### config.mk
export PLATFORM = sky130hd
export DESIGN_NAME = scpf_sqrt
export DESIGN_NICKNAME = d
export VERILOG_FILES = /design/src/hw/rtl/sphere_contact_penalty_force_macros.svh /design/src/hw/rtl/scpf_pkg.sv /design/src/hw/rtl/scpf_sqrt.sv
export SDC_FILE = /design/constraint.sdc
export NUM_CORES = 2
export LEC_CHECK = 0
export BUFFER_PORTS_ARGS = -buffer_cell sky130_fd_sc_hd__buf_2
export CAP_MARGIN = 30
export CORE_UTILIZATION = 42
export DETAILED_ROUTE_END_ITERATION = 10
export PLACE_DENSITY = 0.68
export SLEW_MARGIN = 10
export SYNTH_ARGS = -nofsm -noshare
export SYNTH_HDL_FRONTEND = slang
export SYNTH_MEMORY_MAX_BITS = 65536
export SYNTH_SLANG_ARGS = --single-unit
### constraint.sdc
create_clock -name clk -period 9.6 [get_ports clk]
set_input_delay 0.48 -clock clk [delete_from_list [all_inputs] [get_ports clk]]
set_output_delay 0.48 -clock clk [all_outputs]
set_load 0.05 [all_outputs]
### src/hw/rtl/sphere_contact_penalty_force_macros.svh
// ----------------------------------------------------------------------------
// Assertion macros for the sphere contact penalty force block.
// Both macros expect clk and rst_n in the scope where they are used.
// ----------------------------------------------------------------------------
`ifndef SPHERE_CONTACT_PENALTY_FORCE_MACROS_SVH
`define SPHERE_CONTACT_PENALTY_FORCE_MACROS_SVH

// The consequent holds in the same cycle as the antecedent.
`define SCPF_ASSERT_SAME(lbl, ante, cons, msg) \
    lbl: assert property (@(posedge clk) disable iff (!rst_n) (ante) |-> (cons)) \
        else $error(msg);

// The consequent holds in the cycle after the antecedent.
`define SCPF_ASSERT_NEXT(lbl, ante, cons, msg) \
    lbl: assert property (@(posedge clk) disable iff (!rst_n) (ante) |=> (cons)) \
        else $error(msg);

`endif

### src/hw/rtl/scpf_pkg.sv
// ----------------------------------------------------------------------------
// scpf_pkg
// Widths, stage counts, register indexes and shared types of the sphere
// contact penalty force pipeline.
// ----------------------------------------------------------------------------
package scpf_pkg;

    localparam int COORD_W     = 18;
    localparam int DIFF_W      = COORD_W + 1;
    localparam int SQ_W        = 37;
    localparam int SUM_W       = 39;
    localparam int RAD_W       = 16;
    localparam int RSUM_W      = RAD_W + 1;
    localparam int MAG_W       = RSUM_W;
    localparam int S_W         = 2 * RSUM_W;
    localparam int LEN_W       = RSUM_W + 8;
    localparam int SQRT_STAGES = LEN_W;
    localparam int SQRT_W      = 2 * SQRT_STAGES + 1;
    localparam int KP_W        = RAD_W + LEN_W;
    localparam int NUM_W       = KP_W + MAG_W;
    localparam int NUMER_W     = NUM_W + 2;
    localparam int DEN_W       = LEN_W + 13;
    localparam int FORCE_W     = 24;
    localparam int DIV_STAGES  = FORCE_W;
    localparam int REM_W       = DEN_W + DIV_STAGES;
    localparam int AXIS_LAT    = 5 + DIV_STAGES + 1;
    localparam int CFG_IDX_W   = 2;

    localparam logic [RAD_W-1:0] TOOL_RADIUS_RST = 16'd6554;
    localparam logic [RAD_W-1:0] NODE_RADIUS_RST = 16'd3277;
    localparam logic [RAD_W-1:0] STIFFNESS_RST   = 16'd25600;

    typedef enum logic [CFG_IDX_W-1:0] {
        REG_TOOL_RADIUS = 2'd0,
        REG_NODE_RADIUS = 2'd1,
        REG_STIFFNESS   = 2'd2
    } cfg_reg_t;

    // Per item geometry that leaves the front end.
    typedef struct packed {
        logic                   contact;
        logic [2:0]             neg;
        logic [2:0][MAG_W-1:0]  mag;
        logic [S_W-1:0]         s;
    } geom_t;

endpackage

### src/hw/rtl/scpf_sqrt.sv
// ----------------------------------------------------------------------------
// scpf_sqrt
// Pipelined restoring square root, one result bit per stage, giving the
// center distance with eight fraction bits.
// ----------------------------------------------------------------------------
module scpf_sqrt (
    input  logic                            clk,
    input  logic                            rst_n,
    input  logic                            en,
    input  logic                            in_valid,
    input  scpf_pkg::geom_t                 in_geom,
    output logic                            out_valid,
    output scpf_pkg::geom_t                 out_geom,
    output logic [scpf_pkg::LEN_W-1:0]      len
);

    localparam int N = scpf_pkg::SQRT_STAGES;
    localparam int W = scpf_pkg::SQRT_W;

    typedef struct packed {
        logic [W-1:0]    v;
        logic [W-1:0]    res;
        scpf_pkg::geom_t geom;
    } sq_stage_t;

    logic [N-1:0] vld_reg;
    sq_stage_t    st_reg [N];

    // Valid bits travel with the data.
    always_ff @(posedge clk or negedge rst_n)
    begin
        if (!rst_n)
        begin
            vld_reg <= '0;
        end
        else if (en)
        begin
            vld_reg <= {vld_reg[N-2:0], in_valid};
        end
    end

    // One stage per result bit, testing bit weights from the top down.
    for (genvar g = 0; g < N; g++)
    begin : g_stage
        localparam int SH = 2 * (N - 1 - g);
        sq_stage_t    cur;
        sq_stage_t    st_next;
        logic [W-1:0] trial;

        if (g == 0)
        begin : g_first
            always_comb
            begin
                cur.v    = {{(W - scpf_pkg::S_W - 16){1'b0}}, in_geom.s, 16'b0};
                cur.res  = '0;
                cur.geom = in_geom;
            end
        end
        else
        begin : g_rest
            assign cur = st_reg[g-1];
        end

        always_comb
        begin
            trial   = cur.res + (W'(1) << SH);
            st_next = cur;
            if (cur.v >= trial)
            begin
                st_next.v   = cur.v - trial;
                st_next.res = (cur.res >> 1) + (W'(1) << SH);
            end
            else
            begin
                st_next.res = cur.res >> 1;
            end
        end

        always_ff @(posedge clk)
        begin
            if (en)
            begin
                st_reg[g] <= st_next;
            end
        end
    end

    assign out_valid = vld_reg[N-1];
    assign out_geom  = st_reg[N-1].geom;
    assign len       = st_reg[N-1].res[scpf_pkg::LEN_W-1:0];

endmodule

==> reports/metrics.cfg <==
[place]
gpl.final_weighted_congestion = 0.903
place.port_buffers = 207
dpl.hpwl_um = 124000

[clocking]
h-tree-depth = 5
clk_path_buf_depth = 4
cts_root_buffer = clkbuf_16
cts-buffers-inserted = 326
clock_latency_ns = 0.90
cts_resized = 0
clk_pin_slew_ns = 0.06
cts_tree = done
cts.sink_count = 3192
cts_setup_buffers = 0

[setup_path]
start_kind = flip-flop
critPathArrivalTime_ns = 4.91
r2r_setup_slack_ns = 5.29
cp_slowest_cell = a2111oi_0
end_kind = flip-flop
path_max_fanout = 41
critical_path.max_stage_delay_ns = 1.00
critPathKind = reg2reg
required_ns = 10.20
path_cells = ha_1 > a211oi_1 > o21bai_1 > o211ai_1 > a2111oi_0 > o21ai_1 > nand2_2 > o2111ai_1 > xnor2_1

[run_status]
outcome = complete, no violations

[detailed_routing]
vias = 59200
ant_nets = 0
drcViolationCount = 0
vias_per_cell = 4.99
wl_per_cell_um = 16.1
drt_iter0_markers = 4052
first_pass_iters = 8
wl_um = 192000

[synth]
synthFlopType = edfxtp_1
synth_cells = 7258
synth_nets = 7689
synthArstFlopShare_pct = 0.783
yosysWarnings = 0
ys_seq_area_share_pct = 78.4
synth_area_um2 = 122000
ys_ff_latch = 3192
postSynthAreaPerCell_um2 = 16.8
synth_edf_count = 3167
synth_cell_types = 93

[global_route]
grt_max_degree = 211
gr-total-overflow = 0
antenna_found_initial = 2
first_global_vias = 60800
grt_pass1_wl_um = 308000
grtUsageTotal_pct = 12.8

[floorplanning]
start_util_pct = 42.3
die-area_um2 = 293000
die_w_um = 541
rows = 197
coreArea_um2 = 288000
ios = 208
dieHeight_um = 541

[timing]
tns_ns = 0
slew_violations = 0
worstMarginPinSlew_ns = 1.11
relSlewSlack_pct = 24.0
rsz0062_at_grt = no
fmax_mhz = 232
finalCritPeriodShare_pct = 44.9
final_hold_viol_count = 0
setup_viol = 0
layout_min_cycle_time_ns = 4.31
clock_skew_ns = 0.0692

[cells_and_area]
largest_register_ffs = 3167
layout-drive-gt1-share_pct = 10.7
multi_input_area_um2 = 24300
regArea_um2 = 95700
fillers = 23600
nets = 8268
layout_commonest_cell = edfxtp_1
mostFrequentLayoutCells = edfxtp_1 (3,167), inv_1 (427), nor2_1 (364)
syn_to_final_growth_pct = 14.5

[flow_run]
drv_cap = 0

[pwr]
peakVddDrop_mv = 0.164
power_w = 0.0333
power.density_nw_per_um2 = 238
p_leak_nw = 50.2

[hold_path]
hold_class = in2async

[cells by family after synthesis]
logic type | Yosys count | synth area share, %
compound gates | 1049 | 5.46
fa+ha+maj | 338 | 3.51
flops | 3192 | 78.4
other cells | 1 | 0.00307
simple gates | 1560 | 6.55
buf+inv | 537 | 1.68
mux | 82 | 0.767
xor+xnor | 499 | 3.58
[final timing paths]
kind / start / end / cells after the start
max: st_reg[1][1290] / st_reg[1][1516] / 9
min: rst_n / vld_reg[23] / 2
max reg2reg: st_reg[1][1290] / st_reg[1][1516] / 9
min reg2reg: st_reg[0][2189] / st_reg[0][2380] / 0
max in group asynchronous: rst_n / vld_reg[12] / 2
min in group clk: en / st_reg[0][638] / 1
[cell usage after synthesis, drive strengths merged (42+ instances only)]
cell,count,share of area (%)
edfxtp,3167,78
nor3,158,0.65
a21oi,290,1.2
xor2,265,1.9
o21ai,265,1.1
nor4,142,0.74
nor2,368,1.1
nand2,341,1.1
ha,331,3.4
nor2b,47,0.24
or3,77,0.39
inv,431,1.3
nand2b,50,0.26
nand3,92,0.38
clkbuf,86,0.27
o21a,60,0.37
xnor2,234,1.7
or4,42,0.27
a21o,130,0.80
nand4,60,0.31
mux2,68,0.65
[critical path, delay by kind of cell, from the launching register on]
kind                       cells  cell delay (ns)
adders and majority gates      1             0.34
xor gates and xnor gates       1             0.19
AOI/OAI and AO/OA              6             2.26
and+or+nand+nor                1             0.78
DFF                            1             0.47
[stage by stage]
stage / utilization [%] / hold slack [ns] / worst slack [ns] / cell area (um2) / std cells
finish: 48.4 / 0.154 / 5.29 / 140000 / 11900
global route: 48.4 / 0.133 / 5.14 / 140000 / 11900
global placement: 44.3 / 0.400 / 5.41 / 128000 / 11200
CTS: 48.4 / 0.0829 / 5.41 / 140000 / 11900
detailed placement: 44.4 / 0.405 / 5.43 / 128000 / 11200
floorplan: - / 0.184 / 6.37 / 122000 / 7258
[routing by layer]
metal | up-vias | global-route usage (%) | routed length [um]
met4 | 0 | 6.41 | 9050
met1 | 28500 | 14.0 | 75000
met3 | 559 | 2.36 | 7560
met2 | 1230 | 23.7 | 100000
met5 | - | 0 | 0
li1 | 28900 | - | -
[area by class of cell]
class | instances | area share [%]
tap | 3781 | 3.39
clock inverter | 202 | 1.56
sequential | 3192 | 68.5
antenna | 2 | 0.00358
timing repair buffer | 356 | 1.92
clock buffer | 383 | 6.05
inverter | 432 | 1.16
multi-input combinational | 3529 | 17.4
[what timing repair did]
action                                  in CTS  in global routing
endpoints found under the hold margin      118                  0
endpoints found under the setup margin       0                  0
hold buffers                                91                  0
[power by group]
| part | internal (W) | total (W) | switching, W |
|---|---|---|---|
| combinational | 0.00135 | 0.00338 | 0.00202 |
| clock | 0.00729 | 0.0124 | 0.00512 |
| sequential | 0.0168 | 0.0175 | 0.000649 |
| total | 0.0255 | 0.0333 | 0.00780 |
No activity file was read; power rests on OpenSTA's default activity.
