### src/hw/rtl/sphere_contact_penalty_force_macros.svh
// ----------------------------------------------------------------------------
// Assertion macros for the sphere contact penalty force block.
// Both macros expect clk and rst_n in the scope where they are used.
// ----------------------------------------------------------------------------
`ifndef SPHERE_CONTACT_PENALTY_FORCE_MACROS_SVH
`define SPHERE_CONTACT_PENALTY_FORCE_MACROS_SVH

// The consequent holds in the same cycle as the antecedent.
`define SCPF_ASSERT_SAME(lbl, ante, cons, msg) \
    lbl: assert property (@(posedge clk) disable iff (!rst_n) (ante) |-> (cons)) \
        else $error(msg);

// The consequent holds in the cycle after the antecedent.
`define SCPF_ASSERT_NEXT(lbl, ante, cons, msg) \
    lbl: assert property (@(posedge clk) disable iff (!rst_n) (ante) |=> (cons)) \
        else $error(msg);

`endif

### src/hw/rtl/scpf_pkg.sv
// ----------------------------------------------------------------------------
// scpf_pkg
// Widths, stage counts, register indexes and shared types of the sphere
// contact penalty force pipeline.
// ----------------------------------------------------------------------------
package scpf_pkg;

    localparam int COORD_W     = 18;
    localparam int DIFF_W      = COORD_W + 1;
    localparam int SQ_W        = 37;
    localparam int SUM_W       = 39;
    localparam int RAD_W       = 16;
    localparam int RSUM_W      = RAD_W + 1;
    localparam int MAG_W       = RSUM_W;
    localparam int S_W         = 2 * RSUM_W;
    localparam int LEN_W       = RSUM_W + 8;
    localparam int SQRT_STAGES = LEN_W;
    localparam int SQRT_W      = 2 * SQRT_STAGES + 1;
    localparam int KP_W        = RAD_W + LEN_W;
    localparam int NUM_W       = KP_W + MAG_W;
    localparam int NUMER_W     = NUM_W + 2;
    localparam int DEN_W       = LEN_W + 13;
    localparam int FORCE_W     = 24;
    localparam int DIV_STAGES  = FORCE_W;
    localparam int REM_W       = DEN_W + DIV_STAGES;
    localparam int AXIS_LAT    = 5 + DIV_STAGES + 1;
    localparam int CFG_IDX_W   = 2;

    localparam logic [RAD_W-1:0] TOOL_RADIUS_RST = 16'd6554;
    localparam logic [RAD_W-1:0] NODE_RADIUS_RST = 16'd3277;
    localparam logic [RAD_W-1:0] STIFFNESS_RST   = 16'd25600;

    typedef enum logic [CFG_IDX_W-1:0] {
        REG_TOOL_RADIUS = 2'd0,
        REG_NODE_RADIUS = 2'd1,
        REG_STIFFNESS   = 2'd2
    } cfg_reg_t;

    // Per item geometry that leaves the front end.
    typedef struct packed {
        logic                   contact;
        logic [2:0]             neg;
        logic [2:0][MAG_W-1:0]  mag;
        logic [S_W-1:0]         s;
    } geom_t;

endpackage

### src/hw/rtl/scpf_front.sv
// ----------------------------------------------------------------------------
// scpf_front
// Difference vector, squared length and overlap test in three stages.
// ----------------------------------------------------------------------------
module scpf_front (
    input  logic                                clk,
    input  logic                                rst_n,
    input  logic                                en,
    input  logic                                in_valid,
    input  logic [2:0][scpf_pkg::COORD_W-1:0]   tool,
    input  logic [2:0][scpf_pkg::COORD_W-1:0]   node,
    input  logic [scpf_pkg::RSUM_W-1:0]         rsum,
    input  logic [scpf_pkg::RAD_W-1:0]          stiffness,
    output logic                                out_valid,
    output scpf_pkg::geom_t                     out_geom
);

    logic [2:0]                                 vld_reg;
    logic signed [scpf_pkg::DIFF_W-1:0]         d_reg [3];
    logic [scpf_pkg::SQ_W-1:0]                  sq_reg [3];
    logic [scpf_pkg::DIFF_W-1:0]                mag_reg [3];
    logic [2:0]                                 neg_reg;
    logic [scpf_pkg::SUM_W-1:0]                 s_next;
    logic [scpf_pkg::S_W-1:0]                   rsum_sq;
    scpf_pkg::geom_t                            geom_next;
    scpf_pkg::geom_t                            geom_reg;

    // Valid bits travel with the data.
    always_ff @(posedge clk or negedge rst_n)
    begin
        if (!rst_n)
        begin
            vld_reg <= '0;
        end
        else if (en)
        begin
            vld_reg <= {vld_reg[1:0], in_valid};
        end
    end

    // Stage 1 forms the differences, stage 2 squares them.
    always_ff @(posedge clk)
    begin
        if (en)
        begin
            for (int i = 0; i < 3; i++)
            begin
                d_reg[i]   <= $signed({tool[i][scpf_pkg::COORD_W-1], tool[i]})
                            - $signed({node[i][scpf_pkg::COORD_W-1], node[i]});
                sq_reg[i]  <= scpf_pkg::SQ_W'(d_reg[i] * d_reg[i]);
                mag_reg[i] <= d_reg[i][scpf_pkg::DIFF_W-1] ?
                              scpf_pkg::DIFF_W'(-d_reg[i]) : scpf_pkg::DIFF_W'(d_reg[i]);
                neg_reg[i] <= d_reg[i][scpf_pkg::DIFF_W-1];
            end
            geom_reg <= geom_next;
        end
    end

    // Stage 3 sums the squares and tests for a strict overlap at nonzero distance and stiffness.
    always_comb
    begin
        s_next  = scpf_pkg::SUM_W'(sq_reg[0]) + scpf_pkg::SUM_W'(sq_reg[1])
                + scpf_pkg::SUM_W'(sq_reg[2]);
        rsum_sq = rsum * rsum;
        geom_next.contact = (s_next != '0) && (s_next < scpf_pkg::SUM_W'(rsum_sq))
                          && (stiffness != '0);
        geom_next.neg = neg_reg;
        for (int i = 0; i < 3; i++)
        begin
            geom_next.mag[i] = mag_reg[i][scpf_pkg::MAG_W-1:0];
        end
        geom_next.s = s_next[scpf_pkg::S_W-1:0];
    end

    assign out_valid = vld_reg[2];
    assign out_geom  = geom_reg;

endmodule

### config.mk
export PLATFORM = sky130hd
export DESIGN_NAME = scpf_front
export DESIGN_NICKNAME = d
export VERILOG_FILES = /design/src/hw/rtl/sphere_contact_penalty_force_macros.svh /design/src/hw/rtl/scpf_pkg.sv /design/src/hw/rtl/scpf_front.sv
export SDC_FILE = /design/constraint.sdc
export NUM_CORES = 2
export LEC_CHECK = 0
export BUFFER_PORTS_ARGS = -buffer_cell sky130_fd_sc_hd__buf_2
export CORE_MARGIN = 2
export CORE_UTILIZATION = 45
export CTS_CLUSTER_DIAMETER = 30
export DETAILED_ROUTE_END_ITERATION = 12
export GPL_ROUTABILITY_DRIVEN = 0
export PLACE_DENSITY = 0.71
export SLEW_MARGIN = 20
export SYNTH_ARGS = -nofsm -noshare
export SYNTH_HDL_FRONTEND = slang
export SYNTH_SLANG_ARGS = --single-unit
export TNS_END_PERCENT = 20
### constraint.sdc
create_clock -name clk -period 9.3 [get_ports clk]
set_input_delay 1.86 -clock clk [delete_from_list [all_inputs] [get_ports clk]]
set_output_delay 1.86 -clock clk [all_outputs]
set_load 0.005 [all_outputs]
==> impl_metrics.py <==
metrics = {
    "clock_network": {
        "clock_tree.buffer_depth": 3,
        "cts_tree": "yes",
        "clkTransAtPathRegs_ps": 50,
        "holdBufCountCts": 0,
        "numCtsBuffers": 69,
        "clkSinkCount": 308,
        "clk_latency_ps": 650,
        "cts_htree_levels": 3,
        "cts_root_buf": "clkbuf_16",
    },
    "detailed_routing": {
        "drtIter0Drc": 2492,
        "dr.pass1.iters": 7,
        "vias": 41000,
        "ant_nets": 0,
        "post_drt_via_cell_ratio": 5.11,
        "drcViolationCount": 0,
        "wire_per_inst_um": 16.7,
        "wirelength_mm": 134,
    },
    "logic_synthesis": {
        "syn_inst": 5921,
        "yosysSeqAreaShare_pct": 15.5,
        "synth_edf_count": 305,
        "synth_cell_types": 78,
        "syn_area_per_cell_sq_um": 10.1,
        "ys_warn_count": 0,
        "netlist_area_sq_um": 59700,
        "ys.flop_type": "edfxtp_1",
        "synth_seq_cells": 308,
        "async_flop_share_pct": 0.974,
    },
    "die": {
        "io_pins": 235,
        "placementRows": 133,
        "start_util_pct": 45.4,
        "die_area_sq_um": 136000,
        "die_h_um": 368,
        "die_w_um": 368,
        "coreArea_sq_um": 132000,
    },
    "setup_path": {
        "r2r_setup_slack_ps": 1030,
        "critPathRequiredTime_ps": 9810,
        "r2r_start": "d_reg[0][20]$_DFFE_PP_",
        "critPathKind": "input port to register",
        "worstPathMaxFanout": 4,
        "worst_path_max_delay_cell": "fa_1",
        "reg2regPathDepth": 22,
        "slowest_delay_ps": 630,
        "start_kind": "input port",
        "timing.critical_path.to": "out_geom[88]$_DFFE_PP_",
        "crit_path_end_kind": "register",
        "rr_endpoint": "sq_reg[0][72]$_DFFE_PP_",
        "critPathArrivalTime_ps": 9510,
        "critPathLaunch": "rsum[5]",
        "crit_top_cell": "fa_1",
    },
    "timing": {
        "fin_skew_ps": 43.4,
        "fmax_ghz": 0.111,
        "hold_viol": 0,
        "maxSlewViolCount": 0,
        "relSlewSlack_pct": 27.6,
        "layout_worst_path_cycle_share_pct": 96.8,
        "finalCriticalPeriod_ps": 9000,
        "setup_viol_count_final": 0,
        "setup-tns-final_ps": 0,
        "tightestPinTransition_ps": 1090,
    },
    "finish": {
        "fillCellCount": 11600,
        "drive_gt1_share_pct": 8.29,
        "regArea_sq_um": 9230,
        "num-nets-final": 8162,
        "multi_input_area_sq_um": 44400,
        "mostFrequentLayoutCells": "1501 x inv_1, 1221 x fa_1, 583 x ha_1, 472 x nand2_1, 305 x edfxtp_1",
        "largest_register_ffs": 108,
        "syn_to_final_growth_pct": 10.6,
        "layout_commonest_cell": "inv_1",
        "final_util_pct": 50.2,
    },
    "run": {
        "drv_cap": 0,
    },
    "global_routing": {
        "grt_antenna_before_repair": 0,
        "grt_max_degree": 139,
        "grt_first_pass_wirelength_mm": 224,
        "track_usage_pct": 20.6,
        "grt_pass1_vias": 45000,
        "grt_overflow": 0,
    },
    "hold_path": {
        "whs_path_depth": 0,
        "holdCritPathClass": "register to register",
    },
    "run_status": {
        "status": "complete, no violations",
    },
    "placed_design": {
        "io_buffers": 234,
        "dp_hpwl_mm": 112,
    },
}
==> cell families after synthesis <==
kind of cell	share of synthesized area, %
xor+xnor	3.99
simple gates	10.4
mux	0.184
compound gates	6.34
flops	15.5
other cells	0.0126
buf+inv	10.4
fa+ha+maj	53.3
==> worst min-delay path by stage <==
| stage | slack, ps | from | to |
|---|---|---|---|
| 2_1_floorplan | 400 | mag_reg[0][1]$_DFFE_PP_ | out_geom[35]$_DFFE_PP_ |
| 3_3_place_gp | 400 | neg_reg[2]$_DFFE_PP_ | out_geom[87]$_DFFE_PP_ |
| 3_5_place_dp | 400 | mag_reg[0][34]$_DFFE_PP_ | out_geom[66]$_DFFE_PP_ |
| 4_1_cts | 410 | neg_reg[0]$_DFFE_PP_ | out_geom[85]$_DFFE_PP_ |
| 5_1_grt | 420 | neg_reg[0]$_DFFE_PP_ | out_geom[85]$_DFFE_PP_ |
| 6_report | 410 | neg_reg[0]$_DFFE_PP_ | out_geom[85]$_DFFE_PP_ |
==> timing repair <==
item                                    CTS  global route
endpoints found under the setup margin    0             1
resized for setup                         0            38
setup buffers                             0             0
==> critical path, delay by kind of cell <==
| family | cells | cell delay (ps) |
|---|---|---|
| AOI/OAI and AO/OA | 10 | 2260 |
| xor gates and xnor gates | 1 | 140 |
| adders and majority gates | 8 | 3720 |
| buffers and inverters | 5 | 430 |
| and+or+nand+nor | 8 | 1090 |
==> per-stage QoR <==
step	hold slack (ps)	std cells	setup slack (ps)	cell area, sq um
finish	411	8022	300	66000
global route	416	8019	-33.2	66000
CTS	411	8019	242	65900
detailed placement	405	7893	-399	63500
global placement	401	7893	-257	63500
floorplan	400	5922	6.37	59700
==> cells in the mapped netlist, drive strengths merged, types with 61 or more instances <==
library cell | instances | area share (%)
o21ai | 116 | 0.97
ha | 585 | 12
a21o | 65 | 0.82
and2 | 253 | 2.7
nor3 | 61 | 0.51
nor2 | 238 | 1.5
fa | 1223 | 41
a21oi | 166 | 1.4
inv | 1503 | 9.4
edfxtp | 305 | 15
clkbuf | 128 | 0.81
xor2 | 65 | 0.95
nand2 | 474 | 3.0
xnor2 | 207 | 3.0
==> per-layer routing <==
metal	part of all wire, %	GRT usage [%]	up-vias
li1	-	-	18800
met1	41	27.1	20600
met2	49	34.3	1333
met3	7.3	3.70	259
met4	3.4	7.39	0
met5	0	0	-
==> final cells by class <==
type / instances / share of cell area (%)
Clock buffer: 74 / 2.64
Multi-Input combinational cell: 3967 / 67.3
Clock inverter: 52 / 0.940
Antenna cell: 3 / 0.0114
Timing Repair Buffer: 349 / 3.19
Sequential cell: 308 / 14.0
Inverter: 1514 / 8.61
Tap cell: 1755 / 3.33
Power is left out: the tool's default activity adds up to more than one toggle a clock period on the data nets, which glitch-free logic cannot reach.
